--- src/sv/kphr_pkg.sv ---
// ----------------------------------------------------------------------------
// kphr_pkg
// Shared types, codes and constants for the key press/hold/release engine.
// ----------------------------------------------------------------------------
package kphr_pkg;

  localparam int KEY_W   = 4;
  localparam int KIND_W  = 2;
  localparam int CODE_W  = 8;
  localparam int HOLD_W  = 16;
  localparam int RATE_W  = 8;
  localparam int SUS_W   = 8;
  localparam int CFG_IDX_W  = 3;
  localparam int CFG_DATA_W = 16;

  localparam int Q_DEPTH = 4;
  localparam int Q_PTR_W = $clog2(Q_DEPTH);
  localparam int Q_CNT_W = $clog2(Q_DEPTH + 1);

  localparam logic [HOLD_W-1:0] HOLD_START_RST = 16'd100;
  localparam logic [RATE_W-1:0] REPEAT_RATE_RST = 8'd15;
  localparam logic [SUS_W-1:0]  SUSTAIN_RST = 8'd30;

  typedef enum logic [KIND_W-1:0] {
    EVT_PRESS   = 2'd0,
    EVT_HOLD    = 2'd1,
    EVT_RELEASE = 2'd2
  } evt_kind_t;

  typedef enum logic [CFG_IDX_W-1:0] {
    CFG_TOUCH_HOLD_START  = 3'd0,
    CFG_TOUCH_REPEAT_RATE = 3'd1,
    CFG_TOUCH_SUSTAIN     = 3'd2,
    CFG_RF_HOLD_START     = 3'd3,
    CFG_RF_REPEAT_RATE    = 3'd4,
    CFG_RF_SUSTAIN        = 3'd5
  } cfg_idx_t;

  localparam logic [KEY_W-1:0] KEY_NONE  = 4'd0;
  localparam logic [KEY_W-1:0] KEY_UP    = 4'd1;
  localparam logic [KEY_W-1:0] KEY_DOWN  = 4'd2;
  localparam logic [KEY_W-1:0] KEY_ONOFF = 4'd3;
  localparam logic [KEY_W-1:0] KEY_MODE  = 4'd4;

  typedef struct packed {
    logic [KEY_W-1:0] key_id;
    evt_kind_t        kind;
    logic             last;
  } result_t;

  function automatic logic [KEY_W-1:0] remote_to_key(input logic [CODE_W-1:0] code);
    logic [KEY_W-1:0] k;
    case (code)
      8'h04, 8'h1F: k = KEY_UP;
      8'h05, 8'h4C: k = KEY_DOWN;
      8'h1A, 8'h79: k = KEY_ONOFF;
      8'h01, 8'h3D: k = KEY_MODE;
      default:      k = KEY_NONE;
    endcase
    return k;
  endfunction

endpackage

--- src/sv/key_press_hold_release_engine.sv ---
// ----------------------------------------------------------------------------
// key_press_hold_release_engine
// Turns 10 ms key ticks from touch and remote sources into press, hold and
// release words, with a small result queue toward the output.
//
//   channel | direction | handshake          | payload
//   in_     | input     | in_valid/in_stall  | touch_key, rf_valid, rf_code, machine_error
//   out_    | output    | out_valid/out_stall| key_id, event_kind, last_of_run
//   cfg_    | input     | cfg_valid/cfg_ready| cfg_index, cfg_data
//
// One tick word is taken per cycle while in_stall is low; its state update is done
// in the cycle it is accepted and its zero to two result words enter a
// four-entry queue. The queue drains one word per cycle while out_stall is low,
// so the two results of a tick leave one after the other. in_stall rises while
// fewer than two queue slots are free. rst_n (synchronous) clears key state,
// queue and registers to their defaults. cfg_ready is always high.
// ----------------------------------------------------------------------------
module key_press_hold_release_engine (
  input  logic                              clk,
  input  logic                              rst_n,
  input  logic                              in_valid,
  output logic                              in_stall,
  input  logic [kphr_pkg::KEY_W-1:0]        in_touch_key,
  input  logic                              in_rf_valid,
  input  logic [kphr_pkg::CODE_W-1:0]       in_rf_code,
  input  logic                              in_machine_error,
  output logic                              out_valid,
  input  logic                              out_stall,
  output logic [kphr_pkg::KEY_W-1:0]        out_key_id,
  output logic [kphr_pkg::KIND_W-1:0]       out_event_kind,
  output logic                              out_last_of_run,
  input  logic                              cfg_valid,
  output logic                              cfg_ready,
  input  logic [kphr_pkg::CFG_IDX_W-1:0]    cfg_index,
  input  logic [kphr_pkg::CFG_DATA_W-1:0]   cfg_data
);

  logic [kphr_pkg::HOLD_W-1:0] t_hold_start_r, rf_hold_start_r;
  logic [kphr_pkg::RATE_W-1:0] t_repeat_rate_r, rf_repeat_rate_r;
  logic [kphr_pkg::SUS_W-1:0]  t_sustain_r, rf_sustain_r;

  logic [kphr_pkg::KEY_W-1:0]  active_key_r, active_key_nxt;
  logic                        from_remote_r, from_remote_nxt;
  logic [kphr_pkg::SUS_W-1:0]  sustain_left_r, sustain_left_nxt;
  logic [kphr_pkg::HOLD_W-1:0] held_ticks_r, held_ticks_nxt;
  logic [kphr_pkg::RATE_W-1:0] repeat_ticks_r, repeat_ticks_nxt;

  kphr_pkg::result_t           q_r [kphr_pkg::Q_DEPTH];
  logic [kphr_pkg::Q_PTR_W-1:0] wr_ptr_r, rd_ptr_r;
  logic [kphr_pkg::Q_CNT_W-1:0] cnt_r;

  logic                        in_acc, out_acc;
  logic [kphr_pkg::KEY_W-1:0]  remote_key, offered;
  logic [kphr_pkg::HOLD_W-1:0] hs;
  logic [kphr_pkg::RATE_W-1:0] rr;
  logic [1:0]                  n_res;
  kphr_pkg::result_t           res_a, res_b;
  logic [kphr_pkg::Q_PTR_W-1:0] wr_ptr_p1;

  assign in_acc    = in_valid && !in_stall;
  assign out_acc   = out_valid && !out_stall;
  assign in_stall  = cnt_r > kphr_pkg::Q_CNT_W'(kphr_pkg::Q_DEPTH - 2);
  assign out_valid = cnt_r != '0;
  assign cfg_ready = 1'b1;
  assign out_key_id      = q_r[rd_ptr_r].key_id;
  assign out_event_kind  = q_r[rd_ptr_r].kind;
  assign out_last_of_run = q_r[rd_ptr_r].last;
  assign wr_ptr_p1 = wr_ptr_r + 1'b1;

  assign remote_key = in_rf_valid ? kphr_pkg::remote_to_key(in_rf_code) : kphr_pkg::KEY_NONE;
  assign offered    = (in_touch_key != kphr_pkg::KEY_NONE) ? in_touch_key : remote_key;

  always_comb begin
    active_key_nxt   = active_key_r;
    from_remote_nxt  = from_remote_r;
    sustain_left_nxt = sustain_left_r;
    held_ticks_nxt   = held_ticks_r;
    repeat_ticks_nxt = repeat_ticks_r;
    n_res = 2'd0;
    res_a = '{key_id: kphr_pkg::KEY_NONE, kind: kphr_pkg::EVT_PRESS, last: 1'b0};
    res_b = res_a;
    hs = '0;
    rr = '0;
    if (in_machine_error) begin
      active_key_nxt   = kphr_pkg::KEY_NONE;
      from_remote_nxt  = 1'b0;
      sustain_left_nxt = '0;
      held_ticks_nxt   = '0;
      repeat_ticks_nxt = '0;
    end else begin
      if (offered != kphr_pkg::KEY_NONE) begin
        if (active_key_r == kphr_pkg::KEY_NONE) begin
          active_key_nxt   = offered;
          held_ticks_nxt   = '0;
          repeat_ticks_nxt = '0;
          from_remote_nxt  = (in_touch_key == kphr_pkg::KEY_NONE);
          sustain_left_nxt = from_remote_nxt ? rf_sustain_r : t_sustain_r;
          res_a = '{key_id: offered, kind: kphr_pkg::EVT_PRESS, last: 1'b1};
          n_res = 2'd1;
        end else if (offered == active_key_r) begin
          sustain_left_nxt = from_remote_r ? rf_sustain_r : t_sustain_r;
        end
      end
      if (active_key_nxt != kphr_pkg::KEY_NONE) begin
        if (sustain_left_nxt != '0) begin
          hs = from_remote_nxt ? rf_hold_start_r : t_hold_start_r;
          rr = from_remote_nxt ? rf_repeat_rate_r : t_repeat_rate_r;
          sustain_left_nxt = sustain_left_nxt - 1'b1;
          if (held_ticks_nxt != '1) held_ticks_nxt = held_ticks_nxt + 1'b1;
          if (held_ticks_nxt >= hs) begin
            if (repeat_ticks_nxt != '1) repeat_ticks_nxt = repeat_ticks_nxt + 1'b1;
            if (repeat_ticks_nxt >= rr) begin
              repeat_ticks_nxt = '0;
              res_b = '{key_id: active_key_nxt, kind: kphr_pkg::EVT_HOLD, last: 1'b1};
              n_res = n_res + 2'd1;
            end
          end
        end else begin
          res_b = '{key_id: active_key_nxt, kind: kphr_pkg::EVT_RELEASE, last: 1'b1};
          n_res = n_res + 2'd1;
          active_key_nxt  = kphr_pkg::KEY_NONE;
          held_ticks_nxt  = '0;
          from_remote_nxt = 1'b0;
        end
      end
      // mark the first of two results as not last, or pack a single result into the first slot
      if (n_res == 2'd2) begin
        res_a.last = 1'b0;
      end else if (n_res == 2'd1 && res_b.last) begin
        res_a = res_b;
      end
    end
  end

  always_ff @(posedge clk) begin
    if (!rst_n) begin
      t_hold_start_r   <= kphr_pkg::HOLD_START_RST;
      t_repeat_rate_r  <= kphr_pkg::REPEAT_RATE_RST;
      t_sustain_r      <= kphr_pkg::SUSTAIN_RST;
      rf_hold_start_r  <= kphr_pkg::HOLD_START_RST;
      rf_repeat_rate_r <= kphr_pkg::REPEAT_RATE_RST;
      rf_sustain_r     <= kphr_pkg::SUSTAIN_RST;
    end else if (cfg_valid && cfg_ready) begin
      case (cfg_index)
        kphr_pkg::CFG_TOUCH_HOLD_START:  t_hold_start_r   <= cfg_data;
        kphr_pkg::CFG_TOUCH_REPEAT_RATE: t_repeat_rate_r  <= cfg_data[kphr_pkg::RATE_W-1:0];
        kphr_pkg::CFG_TOUCH_SUSTAIN:     t_sustain_r      <= cfg_data[kphr_pkg::SUS_W-1:0];
        kphr_pkg::CFG_RF_HOLD_START:     rf_hold_start_r  <= cfg_data;
        kphr_pkg::CFG_RF_REPEAT_RATE:    rf_repeat_rate_r <= cfg_data[kphr_pkg::RATE_W-1:0];
        kphr_pkg::CFG_RF_SUSTAIN:        rf_sustain_r     <= cfg_data[kphr_pkg::SUS_W-1:0];
        default: ;
      endcase
    end
  end

  always_ff @(posedge clk) begin
    if (!rst_n) begin
      active_key_r   <= kphr_pkg::KEY_NONE;
      from_remote_r  <= 1'b0;
      sustain_left_r <= '0;
      held_ticks_r   <= '0;
      repeat_ticks_r <= '0;
    end else if (in_acc) begin
      active_key_r   <= active_key_nxt;
      from_remote_r  <= from_remote_nxt;
      sustain_left_r <= sustain_left_nxt;
      held_ticks_r   <= held_ticks_nxt;
      repeat_ticks_r <= repeat_ticks_nxt;
    end
  end

  always_ff @(posedge clk) begin
    if (in_acc && n_res != 2'd0) begin
      q_r[wr_ptr_r] <= res_a;
      if (n_res == 2'd2) q_r[wr_ptr_p1] <= res_b;
    end
  end

  always_ff @(posedge clk) begin
    if (!rst_n) begin
      wr_ptr_r <= '0;
      rd_ptr_r <= '0;
      cnt_r    <= '0;
    end else begin
      if (in_acc) wr_ptr_r <= wr_ptr_r + kphr_pkg::Q_PTR_W'(n_res);
      if (out_acc) rd_ptr_r <= rd_ptr_r + 1'b1;
      cnt_r <= cnt_r + (in_acc ? kphr_pkg::Q_CNT_W'(n_res) : '0)
                     - kphr_pkg::Q_CNT_W'(out_acc);
    end
  end

endmodule

--- config.mk ---
export PLATFORM = sky130hd
export DESIGN_NAME = key_press_hold_release_engine
export DESIGN_NICKNAME = d
export VERILOG_FILES = /design/src/sv/kphr_pkg.sv /design/src/sv/key_press_hold_release_engine.sv
export SDC_FILE = /design/constraint.sdc
export NUM_CORES = 1
export LEC_CHECK = 0
export BUFFER_PORTS_ARGS = -buffer_cell sky130_fd_sc_hd__buf_4
export CAP_MARGIN = 30
export CORE_MARGIN = 1
export CORE_UTILIZATION = 56
export CTS_CLUSTER_SIZE = 40
export DETAILED_ROUTE_END_ITERATION = 16
export GPL_TIMING_DRIVEN = 0
export PLACE_DENSITY = 0.86
export SETUP_SLACK_MARGIN = 0.15
export SYNTH_ARGS = -nofsm -noshare
export SYNTH_HDL_FRONTEND = slang
export SYNTH_SLANG_ARGS = --single-unit
--- constraint.sdc ---
create_clock -name clk -period 7.25 [get_ports clk]
set_input_delay 1.0875 -clock clk [delete_from_list [all_inputs] [get_ports clk]]
set_output_delay 1.0875 -clock clk [all_outputs]
set_load 0.01 [all_outputs]
Yosys cells after proc, flatten, opt, wreduce, memory -nomap -nowiden
Memories as Yosys holds them, arrays and structs flattened. A register that Yosys moved wholly into a read port is not among the register bits.
Index checks and enable logic that the tools add are counted.

word-level totals
  ROM bits = 0
  word-level logic and storage cells = 149
  flip-flop bits (word level) = 108
  latch bits = 0
  input bits = 38
  output and inout bits = 10
  memory bits (writable) = 28
  memories = 1

cells by class
  $mul = 0
  bitwise operators = 0
  multiplexer cells = 78
  order comparisons = 3
  add/sub/neg operators = 9
  reductions and logical operators = 25
  shift operators = 0
  divide/modulo/power cells = 0
  equality and inequality tests = 19

memories
  name  words  bits a word  read ports  clocked after Yosys merged registers in  wr ports  RTL line                             source
  q_r   4      7            1           1                                        2         key_press_hold_release_engine.sv:48  kphr_pkg::result_t q_r [kphr_pkg::Q_DEPTH];

operator list
  cell                     count
  $mux W8                  23
  $mux W16                 11
  $mux W7                  10
  $mux W4                  8
  $mux W2                  10
  $add A16 B1 Y16 const B  1
  $eq A8 B3 Y1 const B     2
  $eq A8 B5 Y1 const B     2
  $eq A8 B7 Y1 const B     2
  $ge A16 B16 Y1           1
  $ne A16 B16 Y1 const B   1
  $mux W1                  14
  $pmux W3 S4              1
  $reduce_and A2 Y1        6
  $reduce_bool A4 Y1       3
  $add A8 B1 Y8 const B    1
  $eq A8 B1 Y1 const B     1
  $eq A8 B6 Y1 const B     1
  $ge A8 B8 Y1             1
  $logic_not A4 Y1         2
  $ne A8 B8 Y1 const B     1
  $reduce_bool A8 Y1       1
  $reduce_or A2 Y1         4
  $sub A8 B1 Y8 const B    1
  17 further kinds         26

Logic depth before layout (Yosys ltp)
  depth in word-level cells = 30
  mapped depth = 34
  depth with buffers taken out = 31

Worst setup path after synthesis
No wires, ideal clock.

  kind = input-to-reg
  start = input in_touch_key[3] (netlist bit)
  end = register cnt_r[2] (netlist bit)
  buffers on the path = 3
  slack = -0.237 ns
  library setup time = 0.128 ns
  stages = 33
  required time = 7.122 ns
  data arrival time = 7.360 ns
  cells stage by stage = buf_2 > or4_1 > buf_4 > nor2_1 > a311o_1 > clkbuf_1 > nand2_1 > inv_1 > ha_1 > and2_1 > nand2_1 > nor3_1 > nor3b_1 > nand3_1 > xor2_1 > nor2_1 > ha_1 > a21o_1 > a21o_1 > a21oi_1 > o211ai_1 > a221oi_1 > mux2_2 > a22oi_1 > nand2b_1 > ha_1 > inv_1 > ha_1 > inv_1 > fa_1 > xnor2_1 > xnor2_1 > nor2_1

on the way
  cells in the longest elaborated chain, start to end = 21
  elaborated cells on any way between the ends = 51
  classes of those cells = 5 x add/sub; 2 x order compare; 3 x eq/ne; 36 x mux; 5 x reduce/logical

ends and longest elaborated chain
  item                                                      RTL line                              source
  from (decl)                                               key_press_hold_release_engine.sv:23   input logic [kphr_pkg::KEY_W-1:0] in_touch_key,
  branches (longest 15 deep; another with $add A16 B1 Y16)  --
  $mux W2 *                                                 key_press_hold_release_engine.sv:104  if (active_key_nxt != kphr_pkg::KEY_NONE) begin
  $mux W2 * (2 in a row)                                    key_press_hold_release_engine.sv:84   if (in_machine_error) begin
  $mux W2 *                                                 key_press_hold_release_engine.sv:187  cnt_r <= cnt_r + (in_acc ? kphr_pkg::Q_CNT_W'(n_res) : '0)
  $add A3 B2 Y3 *                                           key_press_hold_release_engine.sv:187
  $sub A3 B1 Y3 *                                           key_press_hold_release_engine.sv:188  - kphr_pkg::Q_CNT_W'(out_acc);
  to (signal assigned)                                      key_press_hold_release_engine.sv:187
  to (decl)                                                 key_press_hold_release_engine.sv:50   logic [kphr_pkg::Q_CNT_W-1:0] cnt_r;

Every way passes the cells marked *. The select of a mux whose other input is x is not followed.
A chain may end at the register's enable or synchronous reset.

Worst setup path in the final report
  start = input in_rf_code[5] (netlist bit)
  end = register cnt_r[2] (netlist bit)

on the way
  cells in the longest elaborated chain, start to end = 24
  elaborated cells on any way between the ends = 61
  classes of those cells = 5 x add/sub; 2 x order compare; 11 x eq/ne; 36 x mux; 7 x reduce/logical

ends and longest elaborated chain
  item                                                      RTL line                              source
  from (decl)                                               key_press_hold_release_engine.sv:25   input logic [kphr_pkg::CODE_W-1:0] in_rf_code,
  $eq A8 B1 Y1, or another cell as far along                kphr_pkg.sv:53                        case (code)
  $reduce_or A2 Y1                                          kphr_pkg.sv:53
  $pmux W3 S4 *                                             kphr_pkg.sv:53
  $mux W4 *                                                 key_press_hold_release_engine.sv:70   assign remote_key = in_rf_valid ? kphr_pkg::remote_to_key(in_rf_code) : kphr_pkg::KEY_NONE;
  $mux W4 *                                                 key_press_hold_release_engine.sv:71   assign offered = (in_touch_key != kphr_pkg::KEY_NONE) ? in_touch_key : remote_key;
  branches (longest 13 deep; another with $add A16 B1 Y16)  --
  $mux W2 *                                                 key_press_hold_release_engine.sv:104
  $mux W2 * (2 in a row)                                    key_press_hold_release_engine.sv:84
  $mux W2 *                                                 key_press_hold_release_engine.sv:187
  $add A3 B2 Y3 *                                           key_press_hold_release_engine.sv:187
  $sub A3 B1 Y3 *                                           key_press_hold_release_engine.sv:188

Marks and branches as above.

==> results.cfg <==
[critical_path]
critical_path_buf_inv_count = 5
timing.rr.start = active_key_r[2]
cp.required_ns = 7.55
timing.rr.end = cnt_r[2]
cp-endpoint = cnt_r[2]
crit_path_frequent_cell = ha_1
worst_setup_path_start_kind = primary input
path_max_fanout = 6
r2r_slack_ns = 0.64
arrival_ns = 7.34
critical_path_class = in -> reg
reg2reg_depth = 29
critPathLaunch = in_rf_code[5]
worstSetupEndpointType = flop
slowest_stage = nor3_1
path_depth = 30
slowest_delay_ns = 0.51
path_delay_family = compound AO/OA/AOI/OAI gates

[logic_synthesis]
ys_dominant_reg_cell = dfxtp_1
synth_edf_count = 28
netlist_area_sq_um = 8198
syn_avg_cell_area_sq_um = 8.417
netlist_instances = 974
synth_top_area_frac = 0.2686
synth-seq-area-share = 0.3712
yosys-top-cells-area = dfxtp_1, edfxtp_1, nand2_1, ha_1, mux2i_1
yosys.area.top_type = dfxtp_1
ys_ff_latch = 138
ys_types = 83
ys_warn_count = 0
synth_fp_nets = 1046
postSynth.asyncResetShare = 0

[finish]
final_cell_mix = nand2_1, dfxtp_1, nor2_1
antenna_cells = 0
final_util = 0.6923
layout-drive-gt1-share = 0.1612
fill_cells = 1070
mostFrequentLayoutCell = nand2_1
fin_nets = 1127
synthToLayoutAreaGrowth_pct = 19.05
final_cells = 1247

[cts]
cts_tree = done
clk-insertion-delay-late_ns = 0.44
numCtsBuffers = 17
clk_pin_slew_ns = 0.06
clock_sinks = 138
cts.path.max_buffers = 2
cts-root-buf = clkbuf_16
cts_htree_levels = 4

[min_path]
hp-class = reg -> reg

[detailed_routing]
drc = 0
wl_per_cell_microns = 18.61
vias_per_cell = 6.317
final_antenna_net_count = 0
num_vias = 7877
dr.pass1.iters = 6
drtIter0Drc = 788
wirelength_microns = 23200

[pwr]
p_seq_frac = 0.343
ir_drop_mv = 0.1753
p_per_area_nw_per_um2 = 258.9
p_switching_mw = 0.8035
p_leak_nw = 3.943
internal_power_mw = 1.723
comb_power_share = 0.294
switching_share = 0.3181
p_clk_frac = 0.363

[floorplanning]
start_util = 0.5816
rows = 43
dieArea_sq_um = 15130
die_w_microns = 123.0
io_pins = 48
coreArea_sq_um = 14100
dieHeight_microns = 123.0

[timing]
fin_tns_setup_ns = 0
fmax_ghz = 0.1421
fin_crit_ns = 7.037
finalHoldViolations = 0
slew_headroom = 0.4119
finClkSkew_ns = 0.006693
finalCritPeriodShare = 0.9707
tightest_slew_ns = 0.8708
report.final.slew_viol_count = 0
setup_viol = 0
whs_ns = 0.4541

[global_route]
first_global_vias = 7388
overflow = 0
antenna_found_initial = 0
globalRouteTotalUtil = 0.3093
grt_max_degree = 17
grt_pass1_wl_microns = 36180

[run_status]
outcome = finished, final reports clean

[placed_design]
dp_hpwl_microns = 15830
io_buffers = 44
dpl.cell_count = 1202
gp_congestion = 0.9224

[run]
cap_violations = 0
==> metal layers <==
metal	global-route usage	part of all wire	wire length, microns
met1	0.3877	0.40	9309
met2	0.5014	0.47	11000
met3	0.06642	0.091	2101
met4	0.1581	0.034	789
met5	0	0	0
==> repair_timing <==
item,CTS,global route
pin swaps,5,21
endpoints found under the setup margin,29,27
hold buffers,0,0
gates cloned,0,1
buffers inserted,4,9
resized for setup,24,28
==> cell type report <==
type	count	area [sq um]	share of cell area
Tap cell	180	225.2	0.02308
Clock buffer	26	514.2	0.05269
Sequential cell	138	3043	0.3118
Buffer	55	271.5	0.02782
Clock inverter	5	106.4	0.01090
Inverter	22	82.58	0.008462
Multi-Input combinational cell	759	5044	0.5168
Timing Repair Buffer	62	473.0	0.04846
==> metrics by stage <==
step | worst slack (ns) | instance area (sq um) | total power [mW]
floorplan | 0.2172 | 8217 | 1.334
global placement | -0.9580 | 8772 | 1.515
detailed placement | -1.016 | 8792 | 1.537
CTS | 0.1652 | 9542 | 2.463
global route | -0.02522 | 9759 | 2.622
finish | 0.2128 | 9759 | 2.526
==> sequential cells by signal (all words and copies together), names as in the netlist, named ones only <==
register / count
active_key_r: 4
cnt_r: 3
from_remote_r: 1
held_ticks_r: 16
q_r: 28
rd_ptr_r: 2
repeat_ticks_r: 8
rf_hold_start_r: 16
rf_repeat_rate_r: 8
rf_sustain_r: 8
sustain_left_r: 8
t_hold_start_r: 16
t_repeat_rate_r: 8
t_sustain_r: 8
wr_ptr_r: 2
==> logic make-up after synthesis <==
logic type               count (synthesis)  share of synthesized area
AO/OA/AOI/OAI                          215                     0.1867
XOR/XNOR                                31                    0.03312
adder cells (fa/ha/maj)                 34                    0.05281
buffers and inverters                   77                    0.03953
flip-flops                             138                     0.3712
multiplexers                            54                    0.07814
other                                    1                  0.0004574
AND/OR/NAND/NOR                        424                     0.2381
==> Yosys cell counts (16+ instances only) <==
cell type,instances
clkbuf_1,41
edfxtp_1,28
xnor2_1,16
inv_1,19
o21ai_0,16
nand2_1,194
nor2_1,80
dfxtp_1,110
mux2i_1,40
a21oi_1,71
ha_1,33
a22oi_1,17
nand3_1,53
==> worst register-to-register path, delay by kind of cell (launching register included) <==
kind                     cells  cell delay (ns)
adder cells (fa/ha/maj)      5             1.24
AND/OR/NAND/NOR              8             1.70
XOR/XNOR                     3             0.53
AO/OA/AOI/OAI                6             1.56
multiplexers                 1             0.36
flip-flops                   1             0.29
buffers and inverters        6             0.81
==> worst min-delay path by stage <==
| stage | endpoint | start | depth (start not counted) |
|---|---|---|---|
| floorplan | t_sustain_r[0] | t_sustain_r[0] | 2 |
| global placement | rf_hold_start_r[0] | rf_hold_start_r[0] | 2 |
| detailed placement | rf_hold_start_r[3] | rf_hold_start_r[3] | 2 |
| CTS | rf_hold_start_r[3] | rf_hold_start_r[3] | 2 |
| global route | rf_hold_start_r[1] | rf_hold_start_r[1] | 2 |
| finish | t_hold_start_r[10] | t_hold_start_r[10] | 2 |
==> power by group through the flow <==
stage | registers (mW) | logic [mW] | clock network (mW)
floorplan | 0.872 | 0.462 | 0
global placement | 0.879 | 0.636 | 0
detailed placement | 0.881 | 0.656 | 0
CTS | 0.866 | 0.676 | 0.921
global route | 0.871 | 0.801 | 0.950
finish | 0.867 | 0.742 | 0.917
Note: power is estimated with default switching activity, not from simulation.
